--- src/rtl/tfs_pkg.sv ---
`default_nettype none
package tfs_pkg;

    // Field widths
    localparam int TYPE_W   = 4;
    localparam int INDEX_W  = 12;
    localparam int DATA_W   = 24;
    localparam int ITEM_W   = 26;
    localparam int TOTAL_W  = 32;

    // Type codes at or above this count look up as zero
    localparam int NUM_TYPES = 16;

    // Default stored energy width
    localparam int ENERGY_BITS_DEF = 24;

    // Table depths (stride of 16 per position)
    localparam int SINGLE_DEPTH = 16;
    localparam int PAIR_DEPTH   = 256;
    localparam int TRIPLE_DEPTH = 4096;

    // Accumulator width: four 24-bit terms plus a 32-bit total, with headroom
    localparam int ACC_W = 35;

    typedef enum logic
    {
        OP_SCORE = 1'b0,
        OP_WRITE = 1'b1
    } opcode_t;

    typedef enum logic [1:0]
    {
        SEL_SINGLE = 2'd0,
        SEL_PAIR   = 2'd1,
        SEL_SKIP   = 2'd2,
        SEL_TRIPLE = 2'd3
    } table_sel_t;

    // Which lookups count for a score beat, plus total clear
    typedef struct packed
    {
        logic single_en;
        logic pair_en;
        logic skip_en;
        logic triple_en;
        logic new_pose;
    } lookup_ctl_t;

endpackage
`default_nettype wire

--- src/rtl/tfs_history.sv ---
`default_nettype none
module tfs_history (
    input  wire logic                               clk,
    input  wire logic                               rst_n,
    input  wire logic                               score_fire,
    input  wire logic [tfs_pkg::TYPE_W-1:0]         frag_type,
    input  wire logic                               chain_start,
    input  wire logic                               new_pose,
    output logic [$clog2(tfs_pkg::SINGLE_DEPTH)-1:0] single_addr,
    output logic [$clog2(tfs_pkg::PAIR_DEPTH)-1:0]   pair_addr,
    output logic [$clog2(tfs_pkg::PAIR_DEPTH)-1:0]   skip_addr,
    output logic [$clog2(tfs_pkg::TRIPLE_DEPTH)-1:0] triple_addr,
    output tfs_pkg::lookup_ctl_t                     ctl
);
    import tfs_pkg::*;

    logic [TYPE_W-1:0] prev_type_reg, prev_type_next;
    logic              prev_valid_reg, prev_valid_next;
    logic [TYPE_W-1:0] pp_type_reg, pp_type_next;
    logic              pp_valid_reg, pp_valid_next;

    logic prev_ok_eff;
    logic pp_ok_eff;
    logic ok_c;
    logic ok_p;
    logic ok_pp;

    // Type range checks and chain-start masking of history
    always_comb
    begin
        ok_c        = int'(frag_type) < NUM_TYPES;
        ok_p        = int'(prev_type_reg) < NUM_TYPES;
        ok_pp       = int'(pp_type_reg) < NUM_TYPES;
        prev_ok_eff = prev_valid_reg & ~chain_start;
        pp_ok_eff   = pp_valid_reg & ~chain_start;
    end

    // Lookup addresses: earliest type in the low nibble
    assign single_addr = frag_type;
    assign pair_addr   = {frag_type, prev_type_reg};
    assign skip_addr   = {frag_type, pp_type_reg};
    assign triple_addr = {frag_type, prev_type_reg, pp_type_reg};

    // Term enables
    always_comb
    begin
        ctl.single_en = ok_c;
        ctl.pair_en   = prev_ok_eff & ok_p & ok_c;
        ctl.skip_en   = pp_ok_eff & ok_pp & ok_c;
        ctl.triple_en = pp_ok_eff & ok_pp & ok_c & ok_p;
        ctl.new_pose  = new_pose;
    end

    // History shift on each score beat
    always_comb
    begin
        prev_type_next  = prev_type_reg;
        prev_valid_next = prev_valid_reg;
        pp_type_next    = pp_type_reg;
        pp_valid_next   = pp_valid_reg;
        if (score_fire)
        begin
            pp_type_next    = prev_type_reg;
            pp_valid_next   = prev_ok_eff;
            prev_type_next  = frag_type;
            prev_valid_next = 1'b1;
        end
    end

    always_ff @(posedge clk or negedge rst_n)
    begin
        if (!rst_n)
        begin
            prev_type_reg  <= '0;
            prev_valid_reg <= 1'b0;
            pp_type_reg    <= '0;
            pp_valid_reg   <= 1'b0;
        end
        else
        begin
            prev_type_reg  <= prev_type_next;
            prev_valid_reg <= prev_valid_next;
            pp_type_reg    <= pp_type_next;
            pp_valid_reg   <= pp_valid_next;
        end
    end

endmodule
`default_nettype wire

--- config.mk ---
export PLATFORM = sky130hd
export DESIGN_NAME = tfs_history
export DESIGN_NICKNAME = d
export VERILOG_FILES = /design/src/rtl/tfs_pkg.sv /design/src/rtl/tfs_history.sv
export SDC_FILE = /design/constraint.sdc
export NUM_CORES = 1
export LEC_CHECK = 0
export BUFFER_PORTS_ARGS = -buffer_cell sky130_fd_sc_hd__buf_2
export CAP_MARGIN = 5
export CORE_MARGIN = 2
export CORE_UTILIZATION = 30
export CTS_CLUSTER_SIZE = 14
export DETAILED_ROUTE_END_ITERATION = 8
export HOLD_SLACK_MARGIN = 0.02
export SKIP_LAST_GASP = 1
export SYNTH_ARGS = -nofsm -noshare
export SYNTH_HDL_FRONTEND = slang
export SYNTH_SLANG_ARGS = --single-unit
--- constraint.sdc ---
create_clock -name clk -period 0.9 [get_ports clk]
set_clock_uncertainty 0.05 [all_clocks]
set_input_delay 0.18 -clock clk [delete_from_list [all_inputs] [get_ports clk]]
set_output_delay 0.18 -clock clk [all_outputs]
set_load 0.02 [all_outputs]
==> impl_metrics.toml <==
[status]
outcome = "finished, violations left"
violations = "negative setup slack"

[flow_run]
maxCapViolCount = 0

[clocking]
clock-sinks = 10
clk_path_buf_depth = 2
clk_latency_ps = 250
numCtsBuffers = 3
root_buffer = "clkbuf_4"
cts_tree = "built"
clk_pin_slew_ps = 60
htreeDepth = 1

[cells_and_area]
finalNonFillerCells = 103
post-route-cell-area_sq_um = 894.6
area_growth_pct = 40.47
antennaDiodeCount = 0
fin_util = 0.4514
fillCellCount = 191
drive_above_1_share = 0.8947
layout.nets = 87

[setup_path]
ff2ff_path_depth = 3
worst-setup-path-type = "flip-flop to output port"
cp-end-kind = "output port"
crit_fanout = 2
cp.required_ps = 670
cp.arrival_ps = 900
cp-start-kind = "flip-flop"

[place]
dpl.cell_count = 92
dpl_cell_area_sq_um = 656.9
io_buffers = 42
gp_congestion = 0.6553

[yosys]
netlist_area_sq_um = 636.9
yosysSeqAreaShare = 0.3929
async_flop_share = 1.000
yosysWarnings = 0
syn_nets = 62
yosysUniqueCellTypes = 7
synth_largest_area_cell = "dfrtp_1"
syn_inst = 53
synth_top_flop_cell = "dfrtp_1"
synth.most_common_cell = "buf_4"
synth_top_area_frac = 0.3929
synthTopCellsByCount = "29 x buf_4, 10 x dfrtp_1, 9 x mux2_4"
syn_area_per_cell_sq_um = 12.02
synth.area.top_cells = "dfrtp_1 39%, buf_4 34%, mux2_4 21%"
ys_seq_elements = 10
synth_edf_count = 0

[global_route]
grtUsageTotal = 0.08767
antenna_found_initial = 0
globalRouteOverflowTotal = 0
grt_pass1_wl_mm = 1.614
grt_pass1_vias = 363
grt_max_degree = 11

[timing]
fin_crit_sh = 1.260
hold_viol_final = 0
hold_ws_ps = 145.0
maxSlewViolCount = 0
fin_crit_ps = 1134
max_freq_mhz = 882.0
setup_viol = 26
rsz0062_at_grt = "true"
finalWorstSetupSlack_ps = -233.8

[drt]
drtIter0Drc = 3
wl_mm = 1.079
drc = 0
dr.pass1.iters = 2
ant_nets = 0
vias = 407
wl_per_cell_um = 10.48
vias_per_cell = 3.951

[floorplanning]
die_height_um = 50.08
coreArea_sq_um = 1982
die-area_sq_um = 2508
ios = 46
die_w_um = 50.08
rows = 16
start_util = 0.3213

[min_path]
hp-class = "input pin to flip-flop"
hold_depth = 2

[power]
p_per_area_nw_per_um2 = 1678
ir_drop_mv = 0.8675
p_total_mw = 1.501
p_leak_nw = 0.4710
-- routing by layer --
metal | vias to the layer above | track usage | wire length (um)
met1 | 199 | 0.09245 | 440
met3 | 0 | 0.03939 | 106
met5 | - | 0 | 0
met4 | 0 | 0.05556 | 0
li1 | 182 | - | -
met2 | 26 | 0.1404 | 532
-- placed cells by master, fill, tap and decap left out --
cell type      count
clkbuf_4           3
or2_2              1
mux2_4             9
conb_1             1
buf_2             23
dlygate4sd3_1      1
buf_6             24
buf_4              2
dfrtp_1            6
dfrtp_2            4
nor2b_4            2
-- cell type report --
| class | count | area, sq um | area share |
|---|---|---|---|
| repair buffers | 50 | 410.4 | 0.4587 |
| flip-flops and latches | 10 | 255.2 | 0.2853 |
| multi-input cells | 13 | 172.7 | 0.1930 |
| well taps | 27 | 33.78 | 0.03776 |
| clock buffers | 3 | 22.52 | 0.02517 |
-- worst max-delay path, stage by stage, from the launching register on --
cell and delay [ps]:
dfrtp_1 350, nor2b_4 170, buf_6 130
-- through the flow --
step / TNS, ps / setup WS, ps
2_1_floorplan: 0 / 2.254
3_5_place_dp: -503.7 / -58.78
5_1_grt: -4464 / -276.8
3_3_place_gp: -427.4 / -46.47
4_1_cts: -3932 / -241.6
6_report: -3682 / -233.8
-- power by group --
group          switching, mW  internal, mW  total, mW  leakage (nW)
Clock                  0.139         0.154      0.293        0.0138
Combinational          0.292         0.352      0.644         0.347
Sequential            0.0615         0.503      0.564         0.110
Total                  0.492          1.01       1.50         0.471
-- path summary, 6_finish.rpt --
check	slack, ps	from	end
worst max-delay path	-230	pp_valid_reg	ctl[2]
max in group asynchronous	340	rst_n	prev_type_reg[3]
worst min register to register	430	prev_valid_reg	prev_valid_reg
min in group asynchronous	250	rst_n	pp_type_reg[2]
worst max register to register	-120	prev_valid_reg	pp_valid_reg
worst min-delay path	150	frag_type[2]	prev_type_reg[2]
-- timing repair --
item | CTS | global route
hold endpoints to repair | 10 | 0
hold buffers | 1 | 0
endpoints found under the setup margin | 20 | 26
setup buffers | 6 | 2
gates cloned | 0 | 0
gates resized for setup | 43 | 4
-- logic make-up after synthesis --
kind of cell | Yosys count | synth area share
other cells | 1 | 0.005888
simple gates | 3 | 0.02947
mux | 9 | 0.2122
buf+inv | 30 | 0.3595
flops | 10 | 0.3929
No activity file was read; power rests on OpenSTA's default activity.
