<file path="src/rtl/tfs_pkg.sv">
`default_nettype none
package tfs_pkg;

    // Field widths
    localparam int TYPE_W   = 4;
    localparam int INDEX_W  = 12;
    localparam int DATA_W   = 24;
    localparam int ITEM_W   = 26;
    localparam int TOTAL_W  = 32;

    // Type codes at or above this count look up as zero
    localparam int NUM_TYPES = 16;

    // Default stored energy width
    localparam int ENERGY_BITS_DEF = 24;

    // Table depths (stride of 16 per position)
    localparam int SINGLE_DEPTH = 16;
    localparam int PAIR_DEPTH   = 256;
    localparam int TRIPLE_DEPTH = 4096;

    // Accumulator width: four 24-bit terms plus a 32-bit total, with headroom
    localparam int ACC_W = 35;

    typedef enum logic
    {
        OP_SCORE = 1'b0,
        OP_WRITE = 1'b1
    } opcode_t;

    typedef enum logic [1:0]
    {
        SEL_SINGLE = 2'd0,
        SEL_PAIR   = 2'd1,
        SEL_SKIP   = 2'd2,
        SEL_TRIPLE = 2'd3
    } table_sel_t;

    // Which lookups count for a score beat, plus total clear
    typedef struct packed
    {
        logic single_en;
        logic pair_en;
        logic skip_en;
        logic triple_en;
        logic new_pose;
    } lookup_ctl_t;

endpackage
`default_nettype wire

</file>
<file path="src/rtl/tfs_accum.sv">
`default_nettype none
module tfs_accum #(
    parameter int ENERGY_BITS = tfs_pkg::ENERGY_BITS_DEF
) (
    input  wire logic                                clk,
    input  wire logic                                rst_n,
    input  wire logic                                load,
    input  wire tfs_pkg::lookup_ctl_t                ctl_in,
    input  wire logic [ENERGY_BITS-1:0]              single_data,
    input  wire logic [ENERGY_BITS-1:0]              pair_data,
    input  wire logic [ENERGY_BITS-1:0]              skip_data,
    input  wire logic [ENERGY_BITS-1:0]              triple_data,
    output logic                                     load_ok,
    output logic                                     out_valid,
    input  wire logic                                out_ready,
    output logic signed [tfs_pkg::ITEM_W-1:0]        item_energy,
    output logic signed [tfs_pkg::TOTAL_W-1:0]       running_energy
);
    import tfs_pkg::*;

    localparam logic signed [ACC_W-1:0] ITEM_MAX  = ACC_W'((64'sd1 <<< (ITEM_W - 1)) - 64'sd1);
    localparam logic signed [ACC_W-1:0] ITEM_MIN  = -ITEM_MAX - ACC_W'(1);
    localparam logic signed [ACC_W-1:0] TOTAL_MAX =
        ACC_W'((64'sd1 <<< (TOTAL_W - 1)) - 64'sd1);
    localparam logic signed [ACC_W-1:0] TOTAL_MIN = -TOTAL_MAX - ACC_W'(1);

    logic                      s1_valid_reg, s1_valid_next;
    lookup_ctl_t               s1_ctl_reg;
    logic                      out_valid_reg, out_valid_next;
    logic signed [ITEM_W-1:0]  item_reg, item_next;
    logic signed [TOTAL_W-1:0] total_reg, total_next;

    logic                      adv;
    logic signed [ACC_W-1:0]   t_single, t_pair, t_skip, t_triple;
    logic signed [ACC_W-1:0]   sum;
    logic signed [ACC_W-1:0]   base;
    logic signed [ACC_W-1:0]   new_total;

    // Handshake between lookup stage and output register
    assign adv     = s1_valid_reg & (~out_valid_reg | out_ready);
    assign load_ok = ~s1_valid_reg | adv;

    // Masked terms, sign extended
    always_comb
    begin
        t_single = s1_ctl_reg.single_en ? ACC_W'($signed(single_data)) : '0;
        t_pair   = s1_ctl_reg.pair_en   ? ACC_W'($signed(pair_data))   : '0;
        t_skip   = s1_ctl_reg.skip_en   ? ACC_W'($signed(skip_data))   : '0;
        t_triple = s1_ctl_reg.triple_en ? ACC_W'($signed(triple_data)) : '0;
        sum      = (t_single + t_pair) + (t_skip + t_triple);
    end

    // Saturating item and running total
    always_comb
    begin
        base      = s1_ctl_reg.new_pose ? '0 : ACC_W'(total_reg);
        new_total = base + sum;
        item_next = item_reg;
        total_next = total_reg;
        if (adv)
        begin
            if (sum > ITEM_MAX)
            begin
                item_next = ITEM_MAX[ITEM_W-1:0];
            end
            else if (sum < ITEM_MIN)
            begin
                item_next = ITEM_MIN[ITEM_W-1:0];
            end
            else
            begin
                item_next = sum[ITEM_W-1:0];
            end

            if (new_total > TOTAL_MAX)
            begin
                total_next = TOTAL_MAX[TOTAL_W-1:0];
            end
            else if (new_total < TOTAL_MIN)
            begin
                total_next = TOTAL_MIN[TOTAL_W-1:0];
            end
            else
            begin
                total_next = new_total[TOTAL_W-1:0];
            end
        end
    end

    // Valid flags
    always_comb
    begin
        s1_valid_next = s1_valid_reg;
        if (load)
        begin
            s1_valid_next = 1'b1;
        end
        else if (adv)
        begin
            s1_valid_next = 1'b0;
        end

        out_valid_next = out_valid_reg;
        if (adv)
        begin
            out_valid_next = 1'b1;
        end
        else if (out_ready)
        begin
            out_valid_next = 1'b0;
        end
    end

    always_ff @(posedge clk or negedge rst_n)
    begin
        if (!rst_n)
        begin
            s1_valid_reg  <= 1'b0;
            out_valid_reg <= 1'b0;
            total_reg     <= '0;
        end
        else
        begin
            s1_valid_reg  <= s1_valid_next;
            out_valid_reg <= out_valid_next;
            total_reg     <= total_next;
        end
    end

    // Payload registers
    always_ff @(posedge clk)
    begin
        if (load)
        begin
            s1_ctl_reg <= ctl_in;
        end
        item_reg <= item_next;
    end

    assign out_valid      = out_valid_reg;
    assign item_energy    = item_reg;
    assign running_energy = total_reg;

endmodule
`default_nettype wire

</file>
<file path="config.mk">
export PLATFORM = sky130hd
export DESIGN_NAME = tfs_accum
export DESIGN_NICKNAME = d
export VERILOG_FILES = /design/src/rtl/tfs_pkg.sv /design/src/rtl/tfs_accum.sv
export SDC_FILE = /design/constraint.sdc
export NUM_CORES = 1
export LEC_CHECK = 0
export BUFFER_PORTS_ARGS = -buffer_cell sky130_fd_sc_hd__buf_2
export CORE_ASPECT_RATIO = 0.6
export CORE_MARGIN = 5
export CORE_UTILIZATION = 28
export DETAILED_ROUTE_END_ITERATION = 7
export PLACE_DENSITY_LB_ADDON = 0.1
export RECOVER_POWER = 50
export SETUP_SLACK_MARGIN = 0.2
export SYNTH_ARGS = -nofsm -noshare
export SYNTH_HDL_FRONTEND = slang
export SYNTH_SLANG_ARGS = --single-unit
</file>
<file path="constraint.sdc">
create_clock -name clk -period 8.65 [get_ports clk]
set_input_delay 1.73 -clock clk [delete_from_list [all_inputs] [get_ports clk]]
set_output_delay 1.73 -clock clk [all_outputs]
set_load 0.05 [all_outputs]
</file>
==> results.cfg <==
[yosys]
yosysMostFrequentCell = inv_1
ys_warn_count = 0
yosys.area.top_type_share = 0.130
synthTopCellsByCount = inv_1, and2_1, nand2_1
synth_largest_area_cell = fa_1
synthTopCellsByArea = fa_1, edfxtp_1, dfrtp_1
synth_edf_count = 31
syn-cell-area_sq_um = 7690
synth-async-reset-ratio = 0.523
synth_nets = 1102
synth-seq-cells = 65
syn_area_per_cell_sq_um = 8.67
synthCells = 887
synth-seq-area-share = 0.232
synthFlopType = dfrtp_1
yosysUniqueCellTypes = 61

[clock_network]
cts.sinks = 65
insertion_delay_ns = 0.37
tritoncts = yes
ctsHoldBuffers = 0
root_buffer = clkbuf_16
cts_buffers = 9
cts.clk_slew.worst_paths_ns = 0.05
clockBufferDepth = 2
htreeDepth = 3

[cells_and_area]
drive_above_1_share = 0.208
fin_util = 0.354
insertedDiodeCount = 0
layout.nets = 1308
largest_reg_flops = 32
syn2layout_area_growth_pct = 25.7
instances_no_fill = 1465

[sta]
clock.fmax_mhz = 124
slew_headroom = -0.371
worstMarginPinSlew_ns = 2.06
fin_crit_sh = 0.936
hold_slack_ns = 0.481
setup_viol = 0
finalHoldViolCount = 0
post-route-min-period_ns = 8.10
final.setup.tns_ns = 0
final_max_slew_viol_count = 72
rsz0062_at_grt = false
skew_ns = 0.0156
timing.final.ws_setup_ns = 0.553

[drt]
ant_nets = 0
dr.first_iter.drc_count = 437
dr.pass1.iters = 6
wl_per_cell_microns = 17.8
vias = 7116
post-route-drc-count = 0
viasPerCell = 4.86
finalWirelength_microns = 26100

[die]
die_width_microns = 224
pin_count = 165
floorplan.initialDensity = 0.282
fp-row-count = 47
die-area_sq_um = 31000
die_h_microns = 138
coreArea_sq_um = 27300

[worst_hold_path]
worst_hold_path.endpoint = out_valid$_DFFE_PN0P_
hold_class = reg2reg
hp-start = s1_valid_reg$_DFFE_PN0P_
hold_depth = 1

[critical_path]
worst-path-buf-inv = 7
r2r_cells = 28
cpLargestDelayFamily = compound AO/OA/AOI/OAI gates
slowest_delay_ns = 0.56
crit_fanout = 7
required_ns = 8.89
crit_slowest_cell = fa_1
critPathArrivalTime_ns = 8.33
startpoint_type = input pin
timing.rr.end = running_energy[20]$_DFFE_PN0P_
cp.depth = 29
cp-end-kind = flip-flop
r2r_start = s1_ctl_reg[4]$_DFFE_PP_
critPathKind = in2reg
reg2reg_slack_ns = 1.18
crit_path_frequent_cell = inv_1

[global_route]
antenna_found_initial = 0
grt-ovfl-total = 0
grt_pass1_vias = 7291
grt_pass1_wl_microns = 41500
grt.total_usage = 0.169
grt_max_degree = 37

[run]
maxCapViolations = 2

[pwr]
peakVddDrop_v = 0.000184
leakage_uw = 0.00466
powerDensity_nw_per_um2 = 440

[placement]
placed_cells = 1445
dpl.hpwl_microns = 21100
post-place-ws_ns = 0.0740
gp_congestion = 0.856
port_buffers = 164

[outcome]
violations = max-capacitance violations, max-slew violations
run_status = finished, violations left
## kinds of logic (layout without fill, tap and decap cells)
| logic type | Yosys count | after routing | synth area share |
|---|---|---|---|
| muxes | 6 | 6 | 0.00895 |
| xor gates and xnor gates | 53 | 53 | 0.0604 |
| AOI/OAI and AO/OA | 242 | 242 | 0.215 |
| buffers and inverters | 151 | 362 | 0.0763 |
| and+or+nand+nor | 260 | 260 | 0.179 |
| adders and majority gates | 110 | 110 | 0.228 |
| DFF | 65 | 65 | 0.232 |
## how the worst max path moves through the flow
stage / startpoint / slack (ns) / endpoint
floorplan: single_data[10] / 0.50 / running_energy[22]$_DFFE_PN0P_
global placement: single_data[2] / 0.08 / running_energy[26]$_DFFE_PN0P_
detailed placement: single_data[1] / 0.07 / running_energy[11]$_DFFE_PN0P_
CTS: single_data[1] / 0.42 / running_energy[14]$_DFFE_PN0P_
global route: single_data[2] / 0.16 / running_energy[17]$_DFFE_PN0P_
finish: single_data[2] / 0.55 / running_energy[20]$_DFFE_PN0P_
## where the power goes
group / switching [uW] / leakage [uW] / internal, uW / total (uW)
Sequential: 100 / 0.000704 / 502 / 602
Clock: 148 / 0.000139 / 208 / 356
Combinational: 2010 / 0.00382 / 1280 / 3290
## timing repair
action                     in CTS  in global routing
resized for setup               0                 32
setup endpoints to repair       0                 32
buffers inserted                0                  2
## layout by cell type, fill, tap and decap left out, types with 10 or more instances in the layout
cell type | Yosys | layout
o21bai_1 | 11 | 11
and2_1 | 71 | 71
o21ai_1 | 6 | 13
buf_2 | 4 | 117
nor2b_1 | 37 | 36
a21o_1 | 30 | 30
buf_4 | 0 | 53
clkbuf_16 | 0 | 10
xnor2_1 | 32 | 30
o21ai_0 | 48 | 39
nor2_1 | 31 | 30
edfxtp_1 | 31 | 31
a221o_1 | 29 | 29
a21oi_1 | 58 | 54
nand2_1 | 64 | 64
clkbuf_1 | 22 | 50
xor2_1 | 21 | 21
dfrtp_1 | 34 | 34
ha_1 | 60 | 58
fa_1 | 50 | 49
nand3_1 | 17 | 17
inv_1 | 123 | 123
## final cells by class
| class | count | area [sq um] |
|---|---|---|
| Inverter | 123 | 462 |
| Tap cell | 367 | 459 |
| Timing Repair Buffer | 223 | 1250 |
| Clock buffer | 13 | 260 |
| Multi-Input combinational cell | 671 | 5440 |
| Fill cell | 2954 | 17600 |
| Sequential cell | 65 | 1780 |
| Clock inverter | 3 | 15.0 |
## through the flow
stage                     total power (uW)  cell area, sq um
final                                 4250              9670
after global routing                  4620              9670
after CTS                             4200              9570
after detailed placement              3800              9300
after global placement                3840              9300
after floorplan                       2800              7690
## worst register-to-register path, delay by kind of cell (launching register included)
family / cells / cell delay (ns)
flip-flops: 1 / 0.70
adder cells (fa/ha/maj): 4 / 1.78
multiplexers: 1 / 0.21
buffers and inverters: 6 / 0.72
AND/OR/NAND/NOR: 4 / 1.07
XOR/XNOR: 1 / 0.23
AO/OA/AOI/OAI: 12 / 2.63
## per-layer routing
metal,up-vias,global-route usage,part of all wire
li1,3478,-,-
met1,3482,0.266,0.54
met2,139,0.241,0.41
met3,17,0.0320,0.043
met4,0,0.0319,0.011
met5,-,0,0
No activity file was read; power rests on OpenSTA's default activity.
