[config.mk]
export PLATFORM = sky130hd
export DESIGN_NAME = tfs_table
export DESIGN_NICKNAME = d
export VERILOG_FILES = /design/src/rtl/tfs_table.sv
export SDC_FILE = /design/constraint.sdc
export NUM_CORES = 1
export LEC_CHECK = 0
export BUFFER_PORTS_ARGS = -buffer_cell sky130_fd_sc_hd__buf_2
export CAP_MARGIN = 0
export CORE_ASPECT_RATIO = 2
export CORE_MARGIN = 1
export CORE_UTILIZATION = 50
export DETAILED_ROUTE_END_ITERATION = 8
export GPL_TIMING_DRIVEN = 0
export PLACE_DENSITY = 0.64
export SYNTH_ARGS = -nofsm -noshare
export SYNTH_HDL_FRONTEND = slang
export SYNTH_SLANG_ARGS = --single-unit
[constraint.sdc]
create_clock -name clk -period 3 [get_ports clk]
set_input_delay 0.15 -clock clk [delete_from_list [all_inputs] [get_ports clk]]
set_output_delay 0.15 -clock clk [all_outputs]
set_load 0.005 [all_outputs]
[src/rtl/tfs_table.sv]
`default_nettype none
module tfs_table #(
    parameter int DEPTH = 16,
    parameter int WIDTH = 24,
    localparam int AW = $clog2(DEPTH)
) (
    input  wire logic             clk,
    input  wire logic             wr_en,
    input  wire logic [AW-1:0]    wr_addr,
    input  wire logic [WIDTH-1:0] wr_data,
    input  wire logic             rd_en,
    input  wire logic [AW-1:0]    rd_addr,
    output logic      [WIDTH-1:0] rd_data
);

    logic [WIDTH-1:0] mem [DEPTH];
    logic [WIDTH-1:0] rd_data_reg;

    // Write port
    always_ff @(posedge clk)
    begin
        if (wr_en)
        begin
            mem[wr_addr] <= wr_data;
        end
    end

    // Registered read port; holds while not enabled
    always_ff @(posedge clk)
    begin
        if (rd_en)
        begin
            rd_data_reg <= mem[rd_addr];
        end
    end

    assign rd_data = rd_data_reg;

endmodule
`default_nettype wire

==> report_table.html <==
<table>
<tr><th>Metric</th><th>Value</th></tr>
<tr><th colspan="2">CTS</th></tr>
<tr><td>Clock tree from TritonCTS</td><td>built</td></tr>
<tr><td>H-tree depth</td><td>2</td></tr>
<tr><td>Buffer cell driving the clock tree root</td><td>sky130_fd_sc_hd__clkbuf_16</td></tr>
<tr><td>Post-CTS setup-driven buffer insertion count</td><td>0</td></tr>
<tr><td>Number of buffers created by CTS</td><td>34</td></tr>
<tr><td>CTS sink cnt</td><td>between 400 and 500</td></tr>
<tr><td>Clock latency reported for the late side of the worst-skew pair</td><td>530 ps</td></tr>
<tr><td>Maximum buffer depth of the clock tree</td><td>3</td></tr>
<tr><td>Number of gates resized after CTS</td><td>0</td></tr>
<tr><td>CTS clock-pin slew for the worst setup and hold paths</td><td>70 ps</td></tr>
<tr><th colspan="2">Hold path</th></tr>
<tr><td>Path category of the worst min-delay check</td><td>in -&gt; reg</td></tr>
<tr><td>Worst Hold Depth</td><td>1</td></tr>
<tr><td>Worst Hold Path EP</td><td>mem[3][20]</td></tr>
<tr><td>Hold wc startpoint</td><td>wr_data[20]</td></tr>
<tr><th colspan="2">Timing</th></tr>
<tr><td>RSZ-0062 raised after global routing</td><td>no</td></tr>
<tr><td>Setup violations, final</td><td>0</td></tr>
<tr><td>Worst slew pin tran</td><td>1090 ps</td></tr>
<tr><td>Relative slew slack</td><td>27.0%</td></tr>
<tr><td>Final hold violation count</td><td>0</td></tr>
<tr><td>Period utilization</td><td>60.9%</td></tr>
<tr><td>Shortest clock period the worst path allows after layout</td><td>approximately 1800 ps</td></tr>
<tr><td>Worst setup skew after layout</td><td>between 15 and 20 ps</td></tr>
<tr><td>Post-Route Hold Slack</td><td>14.4 ps</td></tr>
<tr><td>Final max-slew violation count</td><td>0</td></tr>
<tr><td>Top achievable clock speed</td><td>0.547 GHz</td></tr>
<tr><th colspan="2">Final layout</th></tr>
<tr><td>Final cell area excluding filler cells</td><td>17,700 um^2</td></tr>
<tr><td>Share of post-route cells with drive strength above 1</td><td>31.5%</td></tr>
<tr><td>Count of non-filler cells in the finished layout</td><td>1,154</td></tr>
<tr><td>Antenna diode count</td><td>0</td></tr>
<tr><td>Multi-input combinational cell area</td><td>2860 um^2</td></tr>
<tr><td>Flip-flop count of the largest register, all copies and words added</td><td>384</td></tr>
<tr><td>Fillers</td><td>approximately 2,100</td></tr>
<tr><td>Fin nets</td><td>approximately 800</td></tr>
<tr><td>Synthesis-to-finish area growth</td><td>16.4%</td></tr>
<tr><td>Sequential cell area in the final layout</td><td>between 10,000 and 15,000 um^2</td></tr>
<tr><th colspan="2">Drt</th></tr>
<tr><td>Mean routed wirelength per cell</td><td>~29 um</td></tr>
<tr><td>Number of violations reported at the end of detailed-routing iteration 0</td><td>672</td></tr>
<tr><td>Detail Route Antenna Nets</td><td>0</td></tr>
<tr><td>Avg Vias per Cell</td><td>a little over 6</td></tr>
<tr><td>Residual DRC count</td><td>2</td></tr>
<tr><td>Detailed-router iteration count before antenna repair</td><td>9</td></tr>
<tr><td>Sum of routed wire length over all layers</td><td>33.2 mm</td></tr>
<tr><td>Number of vias after detailed routing</td><td>around 7,000</td></tr>
<tr><th colspan="2">Yosys</th></tr>
<tr><td>Share of the synthesized area in the top cell type</td><td>around 80%</td></tr>
<tr><td>Number of enable flip-flop cells after synthesis</td><td>roughly 400</td></tr>
<tr><td>Post-Syn Area</td><td>15,200 um^2</td></tr>
<tr><td>Most used flip-flop cell after synthesis</td><td>sky130_fd_sc_hd__edfxtp_1</td></tr>
<tr><td>Synth area leaders</td><td>sky130_fd_sc_hd__edfxtp_1 81%, sky130_fd_sc_hd__mux4_2 14%, sky130_fd_sc_hd__a22oi_1 2.4%</td></tr>
<tr><td>Synth Register Bits</td><td>between 400 and 500</td></tr>
<tr><td>Most frequent cells after synthesis</td><td>408 x sky130_fd_sc_hd__edfxtp_1, 96 x sky130_fd_sc_hd__mux4_2, 48 x sky130_fd_sc_hd__a22oi_1</td></tr>
<tr><td>Yosys synthesis warning count</td><td>0</td></tr>
<tr><td>Mapped Avg Cell Area</td><td>between 20 and 25 um^2</td></tr>
<tr><td>Syn_nets</td><td>671</td></tr>
<tr><td>Sequential element share of the synthesized area</td><td>80.8%</td></tr>
<tr><td>Most common cell in the synthesized netlist</td><td>sky130_fd_sc_hd__edfxtp_1</td></tr>
<tr><td>Async set-or-reset flop fraction in the synthesized netlist</td><td>0%</td></tr>
<tr><td>Number of cells produced by synthesis</td><td>636</td></tr>
<tr><td>Post-synthesis cell type with the largest combined area</td><td>sky130_fd_sc_hd__edfxtp_1</td></tr>
<tr><td>Number of library cell types mapped by synthesis</td><td>15</td></tr>
<tr><th colspan="2">Floorplan</th></tr>
<tr><td>Std-Cell Rows</td><td>89</td></tr>
<tr><td>Initial cell density of the core</td><td>51.2%</td></tr>
<tr><td>Die boundary width</td><td>around 130 um</td></tr>
<tr><td>Core Footprint</td><td>29,600 um^2</td></tr>
<tr><td>Total I/O pin count</td><td>a little under 60</td></tr>
<tr><td>DIE HEIGHT</td><td>248 um</td></tr>
<tr><td>Total Die Area</td><td>31,100 um^2</td></tr>
<tr><th colspan="2">Global routing</th></tr>
<tr><td>Number of antenna violations at the first check in global routing</td><td>0</td></tr>
<tr><td>Most Crowded Layer GR</td><td>met2</td></tr>
<tr><td>Pin count of the biggest net entering global routing</td><td>25</td></tr>
<tr><td>Global-route congestion overflow total</td><td>0</td></tr>
<tr><td>Met1 layer usage reported by global route</td><td>26.3%</td></tr>
<tr><td>Global-route track usage on met3</td><td>3.26%</td></tr>
<tr><td>Tot GR Track Use</td><td>22.6%</td></tr>
<tr><td>Via count of the first global-routing pass</td><td>~7,700</td></tr>
<tr><td>Wire length of the first global-routing pass</td><td>49.1 mm</td></tr>
<tr><td>GRT met2 Usage</td><td>41.8%</td></tr>
<tr><th colspan="2">Setup path</th></tr>
<tr><td>Category of the critical setup timing path</td><td>in -&gt; reg</td></tr>
<tr><td>Critical path required time</td><td>between 3000 and 4000 ps</td></tr>
<tr><td>Arrival time of the worst setup path</td><td>2060 ps</td></tr>
<tr><td>Worst reg2reg setup slack</td><td>1440 ps</td></tr>
<tr><td>FF-to-FF Start</td><td>mem[9][9]</td></tr>
<tr><td>Cells along the critical path</td><td>buf_2, nand3b_1, nor3_2, buf_8, buf_6</td></tr>
<tr><td>Total stage count of the critical path</td><td>5</td></tr>
<tr><td>Worst Path Buf+Inv</td><td>3</td></tr>
<tr><td>Crit end category</td><td>flip-flop</td></tr>
<tr><td>Worst-path cell with the longest stage delay</td><td>sky130_fd_sc_hd__nor3_2</td></tr>
<tr><td>Endpoint of the worst-slack reg-to-reg timing path</td><td>rd_data[9]</td></tr>
<tr><td>Family with the most delay on the worst path</td><td>simple AND/OR/NAND/NOR gates</td></tr>
<tr><td>Worst reg2reg path depth</td><td>3</td></tr>
<tr><td>Maximum fanout along the worst path</td><td>9</td></tr>
<tr><td>CP startpoint kind</td><td>input port</td></tr>
<tr><td>Largest stage delay on the critical path</td><td>around 940 ps</td></tr>
<tr><th colspan="2">Pwr</th></tr>
<tr><td>Power per unit of standard cell area</td><td>651 nW/um^2</td></tr>
<tr><td>Static Leakage</td><td>approximately 5.6 nW</td></tr>
<tr><td>Peak supply drop</td><td>between 0.0005 and 0.0006 V</td></tr>
<tr><th colspan="2">Run status</th></tr>
<tr><td>Failing checks</td><td>DRC</td></tr>
<tr><td>Run status</td><td>finished with violations</td></tr>
<tr><th colspan="2">Job</th></tr>
<tr><td>Number of maximum-capacitance constraint violations</td><td>0</td></tr>
<tr><th colspan="2">Placed design</th></tr>
<tr><td>Final HPWL from detailed placement</td><td>21.1 mm</td></tr>
<tr><td>Total of buffers placed on input and output ports</td><td>56</td></tr>
<tr><td>Cells after DPL</td><td>~1,100</td></tr>
<tr><td>Weighted congestion at the end of routability-driven global placement</td><td>approximately 0.73</td></tr>
<tr><td>Post-detailed-placement cell area</td><td>approximately 16,000 um^2</td></tr>
</table>
layout by cell type (no fill, tap or decap), types with 12 or more instances in the layout:
cell,netlist,final
sky130_fd_sc_hd__clkbuf_1,18,24
sky130_fd_sc_hd__mux4_2,96,96
sky130_fd_sc_hd__nor2_4,0,12
sky130_fd_sc_hd__clkbuf_16,0,35
sky130_fd_sc_hd__nand2_1,25,25
sky130_fd_sc_hd__edfxtp_1,408,408
sky130_fd_sc_hd__a22oi_1,48,48
sky130_fd_sc_hd__buf_6,5,12
sky130_fd_sc_hd__dlygate4sd3_1,0,20
sky130_fd_sc_hd__buf_2,10,66
power breakdown:
group | internal (mW) | total (mW) | switching [mW]
Sequential | 6.42 | 6.45 | 0.0327
Combinational | 0.254 | 0.606 | 0.352
Clock | 2.49 | 4.44 | 1.95
Total | 9.16 | 11.5 | 2.34
per-layer routing:
layer | wire [um] | up-vias
li1 | - | 2983
met2 | 18500 | 234
met4 | 1250 | 0
met3 | 1580 | 80
met5 | 0 | -
met1 | 11900 | 3740
final cells by class:
type / count / share of cell area, %
buffer: 33 / 0.985
tap: 364 / 2.58
timing repair buffer: 95 / 4.66
clock buffer: 41 / 5.09
sequential: 408 / 69.4
clock inverter: 18 / 1.11
multi-input combinational: 195 / 16.2
metrics by stage:
stage | util [%] | power [mW] | TNS (ps) | setup slack, ps
after floorplan | - | 6.88 | 0 | 233
after global placement | 53.7 | 7.11 | -185030 | -1690
after detailed placement | 55.2 | 7.17 | 0 | 646
after CTS | 59.6 | 11.6 | 0 | 1190
after global routing | 59.6 | 11.8 | 0 | 1130
final | 59.6 | 11.5 | 0 | 1170
worst max-delay path by stage:
stage	startpoint	slack, ps	endpoint
after floorplan	wr_addr[2]	230	mem[0][0]
after global placement	wr_addr[2]	-1690	mem[0][3]
after detailed placement	wr_addr[3]	650	mem[4][3]
after CTS	wr_addr[3]	1190	mem[4][21]
after global routing	wr_addr[3]	1130	mem[4][21]
final	wr_addr[3]	1170	mem[4][21]
timing repair:
| item | in CTS | in global routing |
|---|---|---|
| hold buffers | 20 | 0 |
| endpoints found under the hold margin | 299 | 0 |
| endpoints found under the setup margin | 0 | 0 |
worst register-to-register path, cell delays in order (launching register included):
cell,delay (ps)
sky130_fd_sc_hd__edfxtp_1,390
sky130_fd_sc_hd__mux4_2,460
sky130_fd_sc_hd__a22oi_1,320
sky130_fd_sc_hd__nand2_1,120
cell families after synthesis:
group | after synthesis | share of synthesized area [%]
AO/OA/AOI/OAI | 48 | 2.38
buffers and inverters | 33 | 1.15
flip-flops | 408 | 80.8
multiplexers | 96 | 14.3
AND/OR/NAND/NOR | 51 | 1.47
No activity file was read; power rests on OpenSTA's default activity.
